<file path="src/hdl/fvn3_pkg.sv">
// Shared constants, types and helpers for the fractal value noise unit.
// No dependencies.
package fvn3_pkg;

    localparam int OCTAVE_COUNT  = 4;
    localparam int FRACTION_BITS = 16;

    localparam int FRAC_DOWN = (FRACTION_BITS > 16) ? (FRACTION_BITS - 16) : 0;
    localparam int FRAC_UP   = (FRACTION_BITS < 16) ? (16 - FRACTION_BITS) : 0;

    localparam logic [31:0] SEED_STEP = 32'd1013;
    localparam logic [31:0] HASH_KX   = 32'h9E3779B1;
    localparam logic [31:0] HASH_KY   = 32'h85EBCA77;
    localparam logic [31:0] HASH_KZ   = 32'hC2B2AE3D;
    localparam logic [31:0] HASH_M1   = 32'h7FEB352D;
    localparam logic [31:0] HASH_M2   = 32'h846CA68B;

    // Octave sum and exact divide by 2^OCTAVE_COUNT - 1 via reciprocal
    localparam int SUM_W   = 16 + OCTAVE_COUNT;
    localparam int DIV_K   = SUM_W + OCTAVE_COUNT;
    localparam int RECIP_W = DIV_K + 1;
    localparam longint DIVISOR = (longint'(1) << OCTAVE_COUNT) - 1;
    localparam logic [RECIP_W-1:0] RECIP =
        RECIP_W'(((longint'(1) << DIV_K) + DIVISOR - 1) / DIVISOR);

    typedef logic [31:0] word_t;
    typedef logic [15:0] q16_t;

    // Lattice index: low 32 bits of floor(coord * 2^oct / 2^FRACTION_BITS)
    function automatic word_t cell_of(input word_t c, input int oct);
        logic [63:0] v;
        v = {{32{c[31]}}, c} << oct;
        return v[FRACTION_BITS +: 32];
    endfunction

    // Fraction brought to Q0.16
    function automatic q16_t frac_of(input word_t c, input int oct);
        logic [63:0] v;
        logic [63:0] m;
        v = {{32{c[31]}}, c} << oct;
        m = v & ((64'd1 << FRACTION_BITS) - 64'd1);
        return 16'((m >> FRAC_DOWN) << FRAC_UP);
    endfunction

endpackage

</file>
<file path="src/hdl/fvn3_corner_hash.sv">
// Two-stage integer mixer for one lattice corner; yields the corner value.
// Depends on fvn3_pkg.
module fvn3_corner_hash (
    input  logic                aclk,
    input  logic                en,
    input  fvn3_pkg::word_t     seed,
    input  fvn3_pkg::word_t     xk,
    input  fvn3_pkg::word_t     yk,
    input  fvn3_pkg::word_t     zk,
    output fvn3_pkg::q16_t      value
);
    fvn3_pkg::word_t h0;
    fvn3_pkg::word_t g1;
    fvn3_pkg::word_t h1_reg, h1_next;
    fvn3_pkg::word_t h2_reg, h2_next;

    always_comb begin
        h0      = seed ^ xk ^ yk ^ zk;
        h0      = h0 ^ (h0 >> 16);
        h1_next = h0 * fvn3_pkg::HASH_M1;
        g1      = h1_reg ^ (h1_reg >> 15);
        h2_next = g1 * fvn3_pkg::HASH_M2;
    end

    always_ff @(posedge aclk) begin
        if (en) begin
            h1_reg <= h1_next;
            h2_reg <= h2_next;
        end
    end

    // final xorshift leaves the top half untouched
    assign value = h2_reg[31:16];

endmodule

</file>
<file path="config.mk">
export PLATFORM = sky130hd
export DESIGN_NAME = fvn3_corner_hash
export DESIGN_NICKNAME = d
export VERILOG_FILES = /design/src/hdl/fvn3_pkg.sv /design/src/hdl/fvn3_corner_hash.sv
export SDC_FILE = /design/constraint.sdc
export NUM_CORES = 1
export LEC_CHECK = 0
export BUFFER_PORTS_ARGS = -buffer_cell sky130_fd_sc_hd__buf_2
export CORE_AREA = 2 2 192 231
export DETAILED_ROUTE_END_ITERATION = 8
export DIE_AREA = 0 0 194 233
export MAX_ROUTING_LAYER = met4
export PLACE_DENSITY = 0.67
export SLEW_MARGIN = 20
export SYNTH_ARGS = -nofsm -noshare
export SYNTH_HDL_FRONTEND = slang
export SYNTH_SLANG_ARGS = --single-unit
export TNS_END_PERCENT = 10
</file>
<file path="constraint.sdc">
create_clock -name aclk -period 10.4 [get_ports aclk]
set_input_delay 1.56 -clock aclk [delete_from_list [all_inputs] [get_ports aclk]]
set_output_delay 1.56 -clock aclk [all_outputs]
set_load 0.005 [all_outputs]
</file>
==> out/results.txt <==
Worst-path maximum fanout - 5
Yosys reg bits - 48
Largest net degree at the start of global routing - 49
Post-Synthesis Cells - 1839
Outcome - finished, final reports clean
Worst Hold Class - flip-flop to flip-flop
Fin crit share - 84.44%
# DRC - 0
CTS tree - done
Layout cells sized above 1 - 9.801%
Die Span Y - 233 µm
# rows - 83
CP required - 10.45 ns
EDFF count, synth - 48
Library cells used by synthesis - 49
Total die area - 45200 µm²
Setup TNS - 0 ns
Post-Syn Nets - 2697
CP Launch Type - primary input
GPL Wtd Cong - 1.026
Fin. Hold Viols - 0
Area grow syn2layout - 9.160%
Share of flip-flops with an asynchronous set or reset - 0%
Post-synthesis average cell area - 10.39 µm²
Slew margin rel. - 24.63%
Initial antenna violation count - 0
Worst Path Arrival - 8.84 ns
Synth warn - 0
Worst slew pin tran - 1.127 ns
Grt total ovfl - 0
Max Freq - 113.9 MHz
Vias/cell - 4.987
Final setup violation count - 0
Post-CTS Setup Bufs - 0
Post-Route Skew - 0.007301 ns
Max FFs per register - 32
Setup CP Type - primary input to flip-flop
Multi-input logic area - 15510 µm²
Max clock buf depth - 2
Vias in the first global route - 14620
Nets@finish - 2867
Root Driver - clkbuf_16
Initial Utilization - 44.67%
Wirelength per Cell - 18.47 µm
Cts bufs inserted - 5
Register area share after synthesis - 7.542%
All-Layer GR Usage - 22.46%
Sequential Area - 1441 µm²
DP HPWL - 42770 µm
Layout fillers - 4014
CTS Hold Buffers Added - 0
RSZ-0062 raised after global routing - false
Worst-path clk slew - 0.07 ns
Width of the die - 194 µm
First-pass GRT wire length - 75420 µm
Post-Syn Area - 19110 µm²
Ant diodes - 0
Clock sinks - 48
Top_reg_cell synth - edfxtp_1
Worst-Skew Late Latency - 0.31 ns
H-tree levels - 2
First DRT Iteration DRCs - 509
DR vias - 12780
Final min period - 8.782 ns
Core Box Area - 42790 µm²
Number of detailed-route iterations in the first pass - 5
Crit path capture type - flip-flop
Routed WL - 47310 µm
Max Transition Viols Final - 0
Post-route ant nets - 0
CTS resizes - 0
Io pins - 146
Max-cap viol count - 0
Port Buffers - 145
synth_stat cells (2+ instances only):
master     instances  area [µm²]
a211oi_1           5       37.54
nand2_1           23       86.33
nand2b_1           2       12.51
inv_2              4       15.01
o211ai_1           3       22.52
o21a_1            10       75.07
o21ai_0            6       30.03
inv_1            577        2166
or2_1              2       12.51
nor3_1             8       40.04
ha_1             379        4742
nor2b_1            5       31.28
a31oi_1            3       18.77
o2111ai_1          4       35.03
xor2_1            54       473.0
a21o_1            22       165.2
xnor2_1          193        1690
edfxtp_1          48        1441
o31ai_1            3       22.52
nand3_1            5       25.02
xnor3_1            2       45.04
nand4_1            6       37.54
and2_1             7       43.79
xnor2_2           11       178.9
nor2_1            35       131.4
xnor2_4            4       110.1
o21ai_1           10       50.05
o21bai_1           4       30.03
fa_1             349        6987
and3_1             3       18.77
a21oi_1           32       160.2
or3_1              3       18.77
cell families (layout without fill, tap and decap cells):
| kind of cell | Yosys count | count (layout) | synth area share (%) |
|---|---|---|---|
| simple gates | 103 | 103 | 2.612 |
| xor+xnor | 264 | 264 | 13.07 |
| fa+ha+maj | 728 | 728 | 61.37 |
| flops | 48 | 48 | 7.542 |
| compound gates | 114 | 114 | 3.974 |
| buf+inv | 582 | 753 | 11.43 |
per-stage QoR:
step	instances	area (µm²)	setup slack [ns]	util (%)	hold slack, ns
4_1_cts	2562	20850	1.463	48.72	1.427
2_1_floorplan	1839	19110	1.986	-	1.166
6_report	2562	20860	1.618	48.76	1.393
5_1_grt	2562	20860	1.299	48.76	1.485
3_3_place_gp	2554	20670	1.143	48.30	1.378
3_5_place_dp	2554	20670	1.134	48.32	1.417
worst paths after layout:
path / startpoint / end / slack, ns / cells after the start
worst max register to register: h1_reg[23]$_DFFE_PP_ / h2_reg[31]$_DFFE_PP_ / 2.60 / 21
worst min-delay path: h1_reg[0]$_DFFE_PP_ / h2_reg[31]$_DFFE_PP_ / 1.39 / 6
worst max-delay path: seed[21] / h1_reg[31]$_DFFE_PP_ / 1.62 / 25
worst min register to register: h1_reg[0]$_DFFE_PP_ / h2_reg[31]$_DFFE_PP_ / 1.39 / 6
cells in the final DEF (no fill, tap or decap), types with 3 or more instances in the layout:
cell type / instances
o21a_1: 10
or3_1: 3
clkbuf_16: 5
nand3_1: 5
nor2_1: 35
o2111ai_1: 4
buf_4: 19
a21oi_1: 32
inv_2: 4
xor2_1: 53
xnor2_1: 191
o21bai_1: 4
fa_1: 349
o31ai_1: 3
nor3_1: 8
and3_1: 3
o211ai_1: 3
a211oi_1: 5
ha_1: 379
o21ai_0: 6
a21o_1: 22
a31oi_1: 3
o21ai_1: 10
and2_1: 7
nand2_1: 23
nand4_1: 6
buf_2: 145
edfxtp_1: 48
xnor2_2: 13
inv_1: 577
nor2b_1: 5
xnor2_4: 4
per-layer routing:
metal  wire length [µm]  vias to the layer above  share of wire (%)  GRT usage [%]
met2              25850                      349                 55          43.08
li1                   -                     5918                  -              -
met3               1256                      127                2.7          1.102
met4               2888                        0                6.1          11.77
met5                  0                        -                  0              -
met1              17320                     6382                 37          23.13
final cells by class:
cell class	count	area share, %
Clock buffer	5	0.5998
Inverter	581	10.45
Clock inverter	3	0.2279
Multi-Input combinational cell	1209	74.34
Tap cell	552	3.311
Timing Repair Buffer	164	4.162
Sequential cell	48	6.909
worst max-delay path, stage by stage:
cell and delay [ns]:
buf_2 0.10, xnor2_1 0.13, xnor2_1 0.81, xnor2_1 0.46
ha_1 0.48, ha_1 0.23, a21o_1 0.17, fa_1 0.54
inv_1 0.06, fa_1 0.54, inv_1 0.05, fa_1 0.51
fa_1 0.43, fa_1 0.37, inv_1 0.08, fa_1 0.43
fa_1 0.39, xnor2_1 0.15, xnor2_1 0.26, xnor2_2 0.15
xnor2_1 0.10, xnor2_1 0.38, xnor2_4 0.11, xnor2_1 0.24
xor2_1 0.10
Power is left out: the tool's default activity adds up to more than one toggle a clock period on the data nets, which glitch-free logic cannot reach.
